===== src/hdl/srtrb_pkg.sv =====
// Package for the serial receive/transmit ring buffers.
// Holds queue sizing, command/status codes, FSM states and pointer helpers.
// No dependencies.
package srtrb_pkg;

  localparam int QueueDepth = 256;
  localparam int PtrW       = $clog2(QueueDepth);
  localparam int CntW       = PtrW + 1;
  localparam int DropW      = 16;

  localparam logic [7:0] CharCr = 8'h0D;
  localparam logic [7:0] CharLf = 8'h0A;
  localparam logic [DropW-1:0] DropMax = {DropW{1'b1}};

  typedef logic [PtrW-1:0] ptr_t;
  typedef logic [CntW-1:0] cnt_t;

  typedef enum logic [1:0] {
    CMD_RX_BYTE  = 2'd0,
    CMD_TX_READY = 2'd1,
    CMD_HOST_GET = 2'd2,
    CMD_HOST_PUT = 2'd3
  } cmd_e;

  typedef enum logic [1:0] {
    ST_DONE  = 2'd0,
    ST_EMPTY = 2'd1,
    ST_FULL  = 2'd2
  } status_e;

  typedef enum logic [1:0] {
    S_IDLE,
    S_READ,
    S_PUT2
  } state_e;

  typedef struct packed {
    logic [1:0]       status;
    logic [7:0]       out_byte;
    logic             line_send;
    logic             tx_irq_enabled;
    logic [DropW-1:0] overflow_count;
  } res_t;

  typedef struct packed {
    logic       we;
    ptr_t       addr;
    logic [7:0] data;
  } ram_wr_t;

  function automatic ptr_t ptr_adv(ptr_t p);
    return (p == ptr_t'(QueueDepth - 1)) ? '0 : p + ptr_t'(1);
  endfunction

  function automatic cnt_t used_slots(ptr_t head, ptr_t tail);
    cnt_t h;
    cnt_t t;
    h = {1'b0, head};
    t = {1'b0, tail};
    return (t >= h) ? (t - h) : (t + cnt_t'(QueueDepth) - h);
  endfunction

endpackage


===== src/hdl/srtrb_in_if.sv =====
// Input channel interface: one event (cmd, data_byte) per transaction.
// Depends on nothing.
interface srtrb_in_if;
  logic       valid;
  logic       ready;
  logic [1:0] cmd;
  logic [7:0] data_byte;

  modport source (output valid, output cmd, output data_byte, input ready);
  modport sink   (input valid, input cmd, input data_byte, output ready);
endinterface


===== src/hdl/srtrb_out_if.sv =====
// Output channel interface: one result per transaction.
// Depends on nothing.
interface srtrb_out_if;
  logic        valid;
  logic        ready;
  logic [1:0]  status;
  logic [7:0]  out_byte;
  logic        line_send;
  logic        tx_irq_enabled;
  logic [15:0] overflow_count;

  modport source (output valid, output status, output out_byte, output line_send,
                  output tx_irq_enabled, output overflow_count, input ready);
  modport sink   (input valid, input status, input out_byte, input line_send,
                  input tx_irq_enabled, input overflow_count, output ready);
endinterface


===== src/hdl/srtrb_ram.sv =====
// Generic single-write, single-read synchronous RAM, registered read data.
// No dependencies.
module srtrb_ram #(
  parameter int Depth = 256,
  parameter int Width = 8
) (
  input  logic                     clk_i,
  input  logic                     we_i,
  input  logic [$clog2(Depth)-1:0] waddr_i,
  input  logic [Width-1:0]         wdata_i,
  input  logic [$clog2(Depth)-1:0] raddr_i,
  output logic [Width-1:0]         rdata_o
);

  logic [Width-1:0] mem [Depth];

  always_ff @(posedge clk_i) begin
    if (we_i) begin
      mem[waddr_i] <= wdata_i;
    end
  end

  always_ff @(posedge clk_i) begin
    rdata_o <= mem[raddr_i];
  end

endmodule


===== src/hdl/srtrb_ctrl.sv =====
// Event sequencer: queue pointers, drop counter, irq enable and both byte RAMs.
// Depends on srtrb_pkg, srtrb_in_if, srtrb_ram.
module srtrb_ctrl (
  input  logic          clk_i,
  input  logic          rst_ni,
  srtrb_in_if.sink      in_i,
  input  logic          obuf_full_i,
  output logic          res_push_o,
  output srtrb_pkg::res_t res_o
);
  import srtrb_pkg::*;

  state_e state_q, state_d;
  ptr_t rx_head_q, rx_head_d, rx_tail_q, rx_tail_d;
  ptr_t tx_head_q, tx_head_d, tx_tail_q, tx_tail_d;
  logic [DropW-1:0] drop_q, drop_d;
  logic irq_q, irq_d;
  logic pop_tx_q, pop_tx_d;

  ram_wr_t rx_wr, tx_wr;
  logic [7:0] rx_rdata, tx_rdata, pop_byte;

  logic accept;
  cmd_e cmd;
  logic rx_full, rx_empty, tx_empty, put_lf, put_reject;
  cnt_t tx_free;
  logic go_read, go_put2;

  assign in_i.ready = (state_q == S_IDLE) && !obuf_full_i;
  assign accept     = in_i.valid && in_i.ready;
  assign cmd        = cmd_e'(in_i.cmd);

  assign rx_full    = used_slots(rx_head_q, rx_tail_q) == cnt_t'(QueueDepth - 1);
  assign rx_empty   = rx_head_q == rx_tail_q;
  assign tx_empty   = tx_head_q == tx_tail_q;
  assign tx_free    = cnt_t'(QueueDepth - 1) - used_slots(tx_head_q, tx_tail_q);
  assign put_lf     = in_i.data_byte == CharLf;
  assign put_reject = tx_free < (put_lf ? cnt_t'(2) : cnt_t'(1));

  assign go_read = accept && (((cmd == CMD_HOST_GET) && !rx_empty) ||
                              ((cmd == CMD_TX_READY) && !tx_empty));
  assign go_put2 = accept && (cmd == CMD_HOST_PUT) && put_lf && !put_reject;

  // Reads are issued from the head pointers every cycle; data for a pop is
  // taken in S_READ, the cycle after the head address was presented.
  srtrb_ram #(.Depth(QueueDepth), .Width(8)) u_rx_ram (
    .clk_i   (clk_i),
    .we_i    (rx_wr.we),
    .waddr_i (rx_wr.addr),
    .wdata_i (rx_wr.data),
    .raddr_i (rx_head_q),
    .rdata_o (rx_rdata)
  );

  srtrb_ram #(.Depth(QueueDepth), .Width(8)) u_tx_ram (
    .clk_i   (clk_i),
    .we_i    (tx_wr.we),
    .waddr_i (tx_wr.addr),
    .wdata_i (tx_wr.data),
    .raddr_i (tx_head_q),
    .rdata_o (tx_rdata)
  );

  always_comb begin
    state_d = state_q;
    unique case (state_q)
      S_IDLE: begin
        if (go_read) begin
          state_d = S_READ;
        end else if (go_put2) begin
          state_d = S_PUT2;
        end
      end
      S_READ:  state_d = S_IDLE;
      S_PUT2:  state_d = S_IDLE;
      default: state_d = S_IDLE;
    endcase
  end

  assign pop_byte = pop_tx_q ? tx_rdata :
                    ((rx_rdata == CharCr) ? CharLf : rx_rdata);

  always_comb begin
    rx_head_d  = rx_head_q;
    rx_tail_d  = rx_tail_q;
    tx_head_d  = tx_head_q;
    tx_tail_d  = tx_tail_q;
    drop_d     = drop_q;
    irq_d      = irq_q;
    pop_tx_d   = pop_tx_q;
    rx_wr      = '{we: 1'b0, addr: rx_tail_q, data: in_i.data_byte};
    tx_wr      = '{we: 1'b0, addr: tx_tail_q, data: in_i.data_byte};
    res_push_o = 1'b0;
    res_o      = '0;
    res_o.status = ST_DONE;

    unique case (state_q)
      S_IDLE: begin
        if (accept) begin
          res_push_o = 1'b1;
          unique case (cmd)
            CMD_RX_BYTE: begin
              if (rx_full) begin
                if (drop_q != DropMax) begin
                  drop_d = drop_q + DropW'(1);
                end
                res_o.status = ST_FULL;
              end else begin
                rx_wr.we  = 1'b1;
                rx_tail_d = ptr_adv(rx_tail_q);
              end
            end
            CMD_TX_READY: begin
              if (!tx_empty) begin
                tx_head_d  = ptr_adv(tx_head_q);
                pop_tx_d   = 1'b1;
                res_push_o = 1'b0;
              end else begin
                irq_d        = 1'b0;
                res_o.status = ST_EMPTY;
              end
            end
            CMD_HOST_GET: begin
              if (!rx_empty) begin
                rx_head_d  = ptr_adv(rx_head_q);
                pop_tx_d   = 1'b0;
                res_push_o = 1'b0;
              end else begin
                res_o.status = ST_EMPTY;
              end
            end
            CMD_HOST_PUT: begin
              if (put_reject) begin
                res_o.status = ST_FULL;
              end else begin
                // LF goes in as CR now, the LF itself follows in S_PUT2
                tx_wr.we   = 1'b1;
                tx_wr.data = put_lf ? CharCr : in_i.data_byte;
                tx_tail_d  = ptr_adv(tx_tail_q);
                irq_d      = 1'b1;
              end
            end
            default: ;
          endcase
          res_o.tx_irq_enabled = irq_d;
          res_o.overflow_count = drop_d;
        end
      end
      S_READ: begin
        res_push_o           = 1'b1;
        res_o.out_byte       = pop_byte;
        res_o.line_send      = pop_tx_q;
        res_o.tx_irq_enabled = irq_q;
        res_o.overflow_count = drop_q;
      end
      S_PUT2: begin
        tx_wr.we   = 1'b1;
        tx_wr.data = CharLf;
        tx_tail_d  = ptr_adv(tx_tail_q);
      end
      default: ;
    endcase
  end

  always_ff @(posedge clk_i or negedge rst_ni) begin
    if (!rst_ni) begin
      state_q   <= S_IDLE;
      rx_head_q <= '0;
      rx_tail_q <= '0;
      tx_head_q <= '0;
      tx_tail_q <= '0;
      drop_q    <= '0;
      irq_q     <= 1'b0;
      pop_tx_q  <= 1'b0;
    end else begin
      state_q   <= state_d;
      rx_head_q <= rx_head_d;
      rx_tail_q <= rx_tail_d;
      tx_head_q <= tx_head_d;
      tx_tail_q <= tx_tail_d;
      drop_q    <= drop_d;
      irq_q     <= irq_d;
      pop_tx_q  <= pop_tx_d;
    end
  end

endmodule


===== src/hdl/srtrb_obuf.sv =====
// Two-entry result buffer between the sequencer and the output channel.
// Depends on srtrb_pkg, srtrb_out_if.
module srtrb_obuf (
  input  logic            clk_i,
  input  logic            rst_ni,
  input  logic            push_i,
  input  srtrb_pkg::res_t res_i,
  output logic            full_o,
  srtrb_out_if.source     out_o
);
  import srtrb_pkg::*;

  res_t slot_q [2];
  logic wr_q, wr_d, rd_q, rd_d;
  logic [1:0] cnt_q, cnt_d;
  logic pop;
  res_t head;

  assign head   = slot_q[rd_q];
  assign pop    = out_o.valid && out_o.ready;
  assign full_o = cnt_q == 2'd2;

  assign out_o.valid          = cnt_q != 2'd0;
  assign out_o.status         = head.status;
  assign out_o.out_byte       = head.out_byte;
  assign out_o.line_send      = head.line_send;
  assign out_o.tx_irq_enabled = head.tx_irq_enabled;
  assign out_o.overflow_count = head.overflow_count;

  always_comb begin
    wr_d  = push_i ? ~wr_q : wr_q;
    rd_d  = pop ? ~rd_q : rd_q;
    cnt_d = cnt_q + {1'b0, push_i} - {1'b0, pop};
  end

  always_ff @(posedge clk_i) begin
    if (push_i) begin
      slot_q[wr_q] <= res_i;
    end
  end

  always_ff @(posedge clk_i or negedge rst_ni) begin
    if (!rst_ni) begin
      wr_q  <= 1'b0;
      rd_q  <= 1'b0;
      cnt_q <= 2'd0;
    end else begin
      wr_q  <= wr_d;
      rd_q  <= rd_d;
      cnt_q <= cnt_d;
    end
  end

endmodule


===== src/hdl/serial_rx_tx_ring_buffers.sv =====
// Serial receive/transmit ring buffers: two 256-slot byte queues (255 bytes each)
// in single-port-write RAMs with registered reads. One event is handled at a time:
// a received byte, an empty pop, a rejected put or a plain host put is finished
// in S_IDLE; a pop (host get or transmitter ready) goes on to S_READ because the
// RAM read is registered, and a put of LF goes on to S_PUT2 since CR and LF are
// written through the one write port in turn. Results pass through a two-entry
// buffer, so a new event is accepted while up to one earlier result still waits.
// All storage is in RAM without reset; there is no clearing pass after reset.
module serial_rx_tx_ring_buffers (
  input  logic        clk_i,
  input  logic        rst_ni,
  srtrb_in_if.sink    in_i,
  srtrb_out_if.source out_o
);
  import srtrb_pkg::*;

  logic res_push;
  res_t res;
  logic obuf_full;

  srtrb_ctrl u_ctrl (
    .clk_i       (clk_i),
    .rst_ni      (rst_ni),
    .in_i        (in_i),
    .obuf_full_i (obuf_full),
    .res_push_o  (res_push),
    .res_o       (res)
  );

  srtrb_obuf u_obuf (
    .clk_i  (clk_i),
    .rst_ni (rst_ni),
    .push_i (res_push),
    .res_i  (res),
    .full_o (obuf_full),
    .out_o  (out_o)
  );

endmodule


===== src/flat_wrapper.sv =====
// flat-port wrapper written by rule: the top's interface ports become plain ports
module serial_rx_tx_ring_buffers_flat import srtrb_pkg::*;
  (clk_i, rst_ni, in_i_valid, in_i_cmd, in_i_data_byte, in_i_ready, out_o_valid, out_o_status, out_o_out_byte, out_o_line_send, out_o_tx_irq_enabled, out_o_overflow_count, out_o_ready);
  srtrb_in_if in_i_i ();
  srtrb_out_if out_o_i ();
  input  logic clk_i;
  input  logic rst_ni;
  input wire logic [$bits(in_i_i.valid)-1:0] in_i_valid;
  input wire logic [$bits(in_i_i.cmd)-1:0] in_i_cmd;
  input wire logic [$bits(in_i_i.data_byte)-1:0] in_i_data_byte;
  output wire logic [$bits(in_i_i.ready)-1:0] in_i_ready;
  output wire logic [$bits(out_o_i.valid)-1:0] out_o_valid;
  output wire logic [$bits(out_o_i.status)-1:0] out_o_status;
  output wire logic [$bits(out_o_i.out_byte)-1:0] out_o_out_byte;
  output wire logic [$bits(out_o_i.line_send)-1:0] out_o_line_send;
  output wire logic [$bits(out_o_i.tx_irq_enabled)-1:0] out_o_tx_irq_enabled;
  output wire logic [$bits(out_o_i.overflow_count)-1:0] out_o_overflow_count;
  input wire logic [$bits(out_o_i.ready)-1:0] out_o_ready;
  assign in_i_i.valid = in_i_valid;
  assign in_i_i.cmd = in_i_cmd;
  assign in_i_i.data_byte = in_i_data_byte;
  assign in_i_ready = in_i_i.ready;
  assign out_o_valid = out_o_i.valid;
  assign out_o_status = out_o_i.status;
  assign out_o_out_byte = out_o_i.out_byte;
  assign out_o_line_send = out_o_i.line_send;
  assign out_o_tx_irq_enabled = out_o_i.tx_irq_enabled;
  assign out_o_overflow_count = out_o_i.overflow_count;
  assign out_o_i.ready = out_o_ready;
  serial_rx_tx_ring_buffers u_core (.clk_i(clk_i), .rst_ni(rst_ni), .in_i(in_i_i), .out_o(out_o_i));
endmodule

===== config.mk =====
export PLATFORM = sky130hd
export DESIGN_NAME = serial_rx_tx_ring_buffers_flat
export DESIGN_NICKNAME = d
export VERILOG_FILES = /design/src/hdl/srtrb_pkg.sv /design/src/hdl/srtrb_in_if.sv /design/src/hdl/srtrb_out_if.sv /design/src/hdl/srtrb_ram.sv /design/src/hdl/srtrb_ctrl.sv /design/src/hdl/srtrb_obuf.sv /design/src/hdl/serial_rx_tx_ring_buffers.sv /design/src/flat_wrapper.sv
export SDC_FILE = /design/constraint.sdc
export NUM_CORES = 2
export LEC_CHECK = 0
export BUFFER_PORTS_ARGS = -buffer_cell sky130_fd_sc_hd__buf_2
export CAP_MARGIN = 30
export CORE_UTILIZATION = 47
export DETAILED_ROUTE_END_ITERATION = 10
export MAX_ROUTING_LAYER = met4
export PLACE_DENSITY = 0.64
export SLEW_MARGIN = 20
export SYNTH_ARGS = -nofsm -noshare
export SYNTH_HDL_FRONTEND = slang
export SYNTH_MEMORY_MAX_BITS = 65536
export SYNTH_SLANG_ARGS = --single-unit
export TNS_END_PERCENT = 1

===== constraint.sdc =====
create_clock -name clk_i -period 45.6 [get_ports clk_i]
set_input_delay 9.12 -clock clk_i [delete_from_list [all_inputs] [get_ports clk_i]]
set_output_delay 9.12 -clock clk_i [all_outputs]
set_load 0.03 [all_outputs]

==> reports/results.tsv <==
stage	metric	value	unit
outcome	outcome	finished clean	
cells_and_area	layout cell share with drive strength beyond 1	23.2	%
timing	fin crit share	30.6	%
route	DRT Pass-1 Iters	6	
die	standard-cell row count	217	
setup_path	reg2reg path depth	14	
route	1st-iter DRT viols	11200	
cells_and_area	layout net count	8246	
route	DRC viols	0	
cells_and_area	area delta synth->final	11.4	%
synth	Ys Warns	0	
power	Lkg Pwr	0.0572	uW
worst_hold_path	min-delay src	u_core.u_ctrl.drop_q[11]	
power	worst vdd ir	0.0586	mV
global_routing	vias in the first global route	83900	
cells_and_area	layout filler cell count	26500	
timing	relative slew slack	24.5	%
route	routed wirelength normalized by instance count	34.1	um
placement	port bufs	43	
global_routing	total track usage	25.8	%
timing	final critical-path required period	13.97	ns
route	uppermost layer routed	met4	
clocking	H-tree levels	5	
clocking	Sinks on Clock Net	4224	
timing	final setup violation count	0	
route	Met1 Wirelength	173000	um
clocking	post-CTS sizing	0	
setup_path	reg2reg end	u_core.u_ctrl.u_tx_ram.mem[210][0]	
global_routing	initial antenna violation count	15	
timing	Setup Skew	0.0532	ns
die	Die Y	595	um
route	Post-DRT Antenna Nets	0	
power	Power per Cell Area	57.0	nW/um^2
placement	pre-CTS WS	30.88	ns
clocking	clk buf depth	4	
die	Boundary Pins	44	
setup_path	worst path required time	46.17	ns
die	Initial Utilization	47.3	%
clocking	Clock transition at path regs	0.06	ns
cells_and_area	Reg area	126000	um^2
synth	Gate Count Post-Synth	7983	
synth	Unique masters post-synth	93	
synth	Synth area leaders	edfxtp_1 (75%), mux4_2 (13%), mux2i_1 (1.6%)	
synth	Synth Cell Area	166000	um^2
worst_hold_path	hold path endpoint	u_core.u_ctrl.drop_q[11]	
timing	Final Hold Viols	0	
route	via count	84200	
timing	Worst Max-Slew Pin Slew	1.13	ns
global_routing	GRT overflow	0	
route	WL met2	210000	um
clocking	TritonCTS Buffers	407	
synth	Syn Nets	8034	
placement	dpl cells	12400	
synth	#FFs+latches synth	4224	
die	total core area	350000	um^2
synth	top cell type's share of synthesized area	75.3	%
synth	Synth async-reset ratio	1.33	%
flow_run	max cap viols	0	
clocking	worst-skew pair later-pin latency	0.94	ns
clocking	root buf cell	clkbuf_16	
setup_path	worst reg-to-reg setup slack	39.03	ns
worst_hold_path	hold depth	1	
setup_path	launch point of the worst reg-to-reg path	u_core.u_ctrl.tx_head_q[4]	
timing	max-slew violation count	0	
timing	Worst Setup Slack, final	31.63	ns
synth	Synth area leader	edfxtp_1	
cells_and_area	multi-input logic area	36400	um^2
synth	number of flops mapped to enable cells by yosys	4152	
route	WL met3	43700	um
route	WL final	448000	um
cells_and_area	non-filler instance count after layout	13100	
synth	top-count cell post-synth	edfxtp_1	
setup_path	crit path capture type	register	
worst_hold_path	Hold Path Class	register to register	
placement	gpl congestion	0.912	
route	vias per cell	6.41	
clocking	hold_buf cts	0	
die	total die area	355000	um^2
placement	dpl hpwl	268000	um
timing	smallest hold slack	0.515	ns
global_routing	pin count of the biggest net entering global routing	155	
global_routing	first-pass GRT wire length	636000	um
clocking	Post-CTS Setup Repair Bufs	0	
setup_path	Worst Path Max Fanout	72	
power	total power	10500	uW
timing	RSZ-0062 raised after global routing	false	
timing	Fmax	71.6	MHz
timing	setup TNS	0	ns
clocking	TritonCTS clock tree	done	
die	Die X	595	um
setup_path	kind of critical path	input pin to register	
synth	Syn Area/Cell	20.7	um^2
synth	sequential area share after synthesis	76.4	%
synth	top post-synthesis cells by count	edfxtp_1 (4152), mux4_2 (966), nor2_1 (620)	
setup_path	crit path launch type	input pin	
setup_path	Critical Path AT	14.54	ns
synth	ys flop type	edfxtp_1	
-- cell usage in the layout, fill, tap and decap left out, types with 23 or more instances in the layout --
cell type	n
xnor2_1	23
o22ai_1	39
buf_2	41
buf_4	191
bufinv_16	49
ha_1	35
nand2_1	252
clkinvlp_4	27
clkinv_1	76
a31oi_1	26
a22o_1	38
dfrtp_1	47
nor2_1	602
a21oi_1	145
mux2i_1	259
a221oi_1	65
o21ai_0	89
mux2_2	38
mux4_2	966
clkbuf_1	60
clkinv_2	83
edfxtp_1	4152
clkbuf_16	414
nand3_1	65
nor3_1	44
inv_1	28
a211oi_1	31
a22oi_1	213
-- cell families after synthesis --
group,after synthesis,synth area share (%)
AND/OR/NAND/NOR,1140,2.99
multiplexers,1267,15.0
XOR/XNOR,34,0.180
adder cells (fa/ha/maj),37,0.289
buffers and inverters,501,1.82
flip-flops,4224,76.4
AO/OA/AOI/OAI,780,3.33
-- area by class of cell --
type / count / area share (%)
antenna: 14 / 0.0190
clock buffer: 481 / 5.79
clock inverter: 266 / 1.49
inverter: 34 / 0.0719
multi-input combinational: 3258 / 19.7
sequential: 4224 / 68.6
tap: 4599 / 3.12
timing repair buffer: 270 / 1.24
-- worst max-delay path: stages --
cell	delay (ns)
clkbuf_8	0.25
or4b_4	0.65
nor4b_4	0.33
inv_1	0.10
ha_1	0.28
o21ai_1	0.07
o211a_1	0.16
a41oi_4	0.55
and2_1	0.33
nor2_1	0.11
nor2_4	0.64
buf_4	0.75
buf_4	0.84
-- worst max-delay path by stage --
stage	start	endpoint
floorplan	in_i_data_byte[4]	u_core.u_ctrl.u_tx_ram.mem[0][1]
global placement	in_i_data_byte[4]	u_core.u_ctrl.u_tx_ram.mem[192][0]
detailed placement	in_i_data_byte[4]	u_core.u_ctrl.u_tx_ram.mem[196][0]
CTS	in_i_data_byte[4]	u_core.u_ctrl.u_tx_ram.mem[222][0]
global route	in_i_data_byte[4]	u_core.u_ctrl.u_tx_ram.mem[209][0]
finish	in_i_data_byte[4]	u_core.u_ctrl.u_tx_ram.mem[210][0]
-- metrics by stage --
step                      cell area (um^2)  util (%)
after floorplan                     166000         -
after global placement              171000      48.8
after detailed placement            171000      48.8
after CTS                           184000      52.7
after global routing                184000      52.7
final                               184000      52.7
-- flip-flops by register name (all words and copies together), names as in the netlist, 2 cells and up --
register and cells:
u_core.u_obuf.slot_q 56, u_core.u_ctrl.rx_head_q 8, u_core.u_ctrl.drop_q 16, u_core.u_ctrl.u_tx_ram.mem 2048
u_core.u_ctrl.u_rx_ram.rdata_o 8, u_core.u_ctrl.tx_tail_q 8, u_core.u_ctrl.rx_tail_q 8, u_core.u_ctrl.u_rx_ram.mem 2048
u_core.u_ctrl.u_tx_ram.rdata_o 8, u_core.u_ctrl.tx_head_q 8, u_core.u_obuf.cnt_q 2, u_core.u_ctrl.state_q 2
-- power breakdown --
group,internal [uW],switching [uW]
Sequential,4300,72.2
Clock,1960,1450
Combinational,1090,1640
Total,7350,3170
-- layer usage --
metal / vias up / global-route usage, %
li1: 33700 / -
met1: 44200 / 34.6
met2: 5302 / 39.2
met3: 1026 / 5.04
met4: 0 / 10.2
met5: - / -
Note: power is estimated with default switching activity, not from simulation.
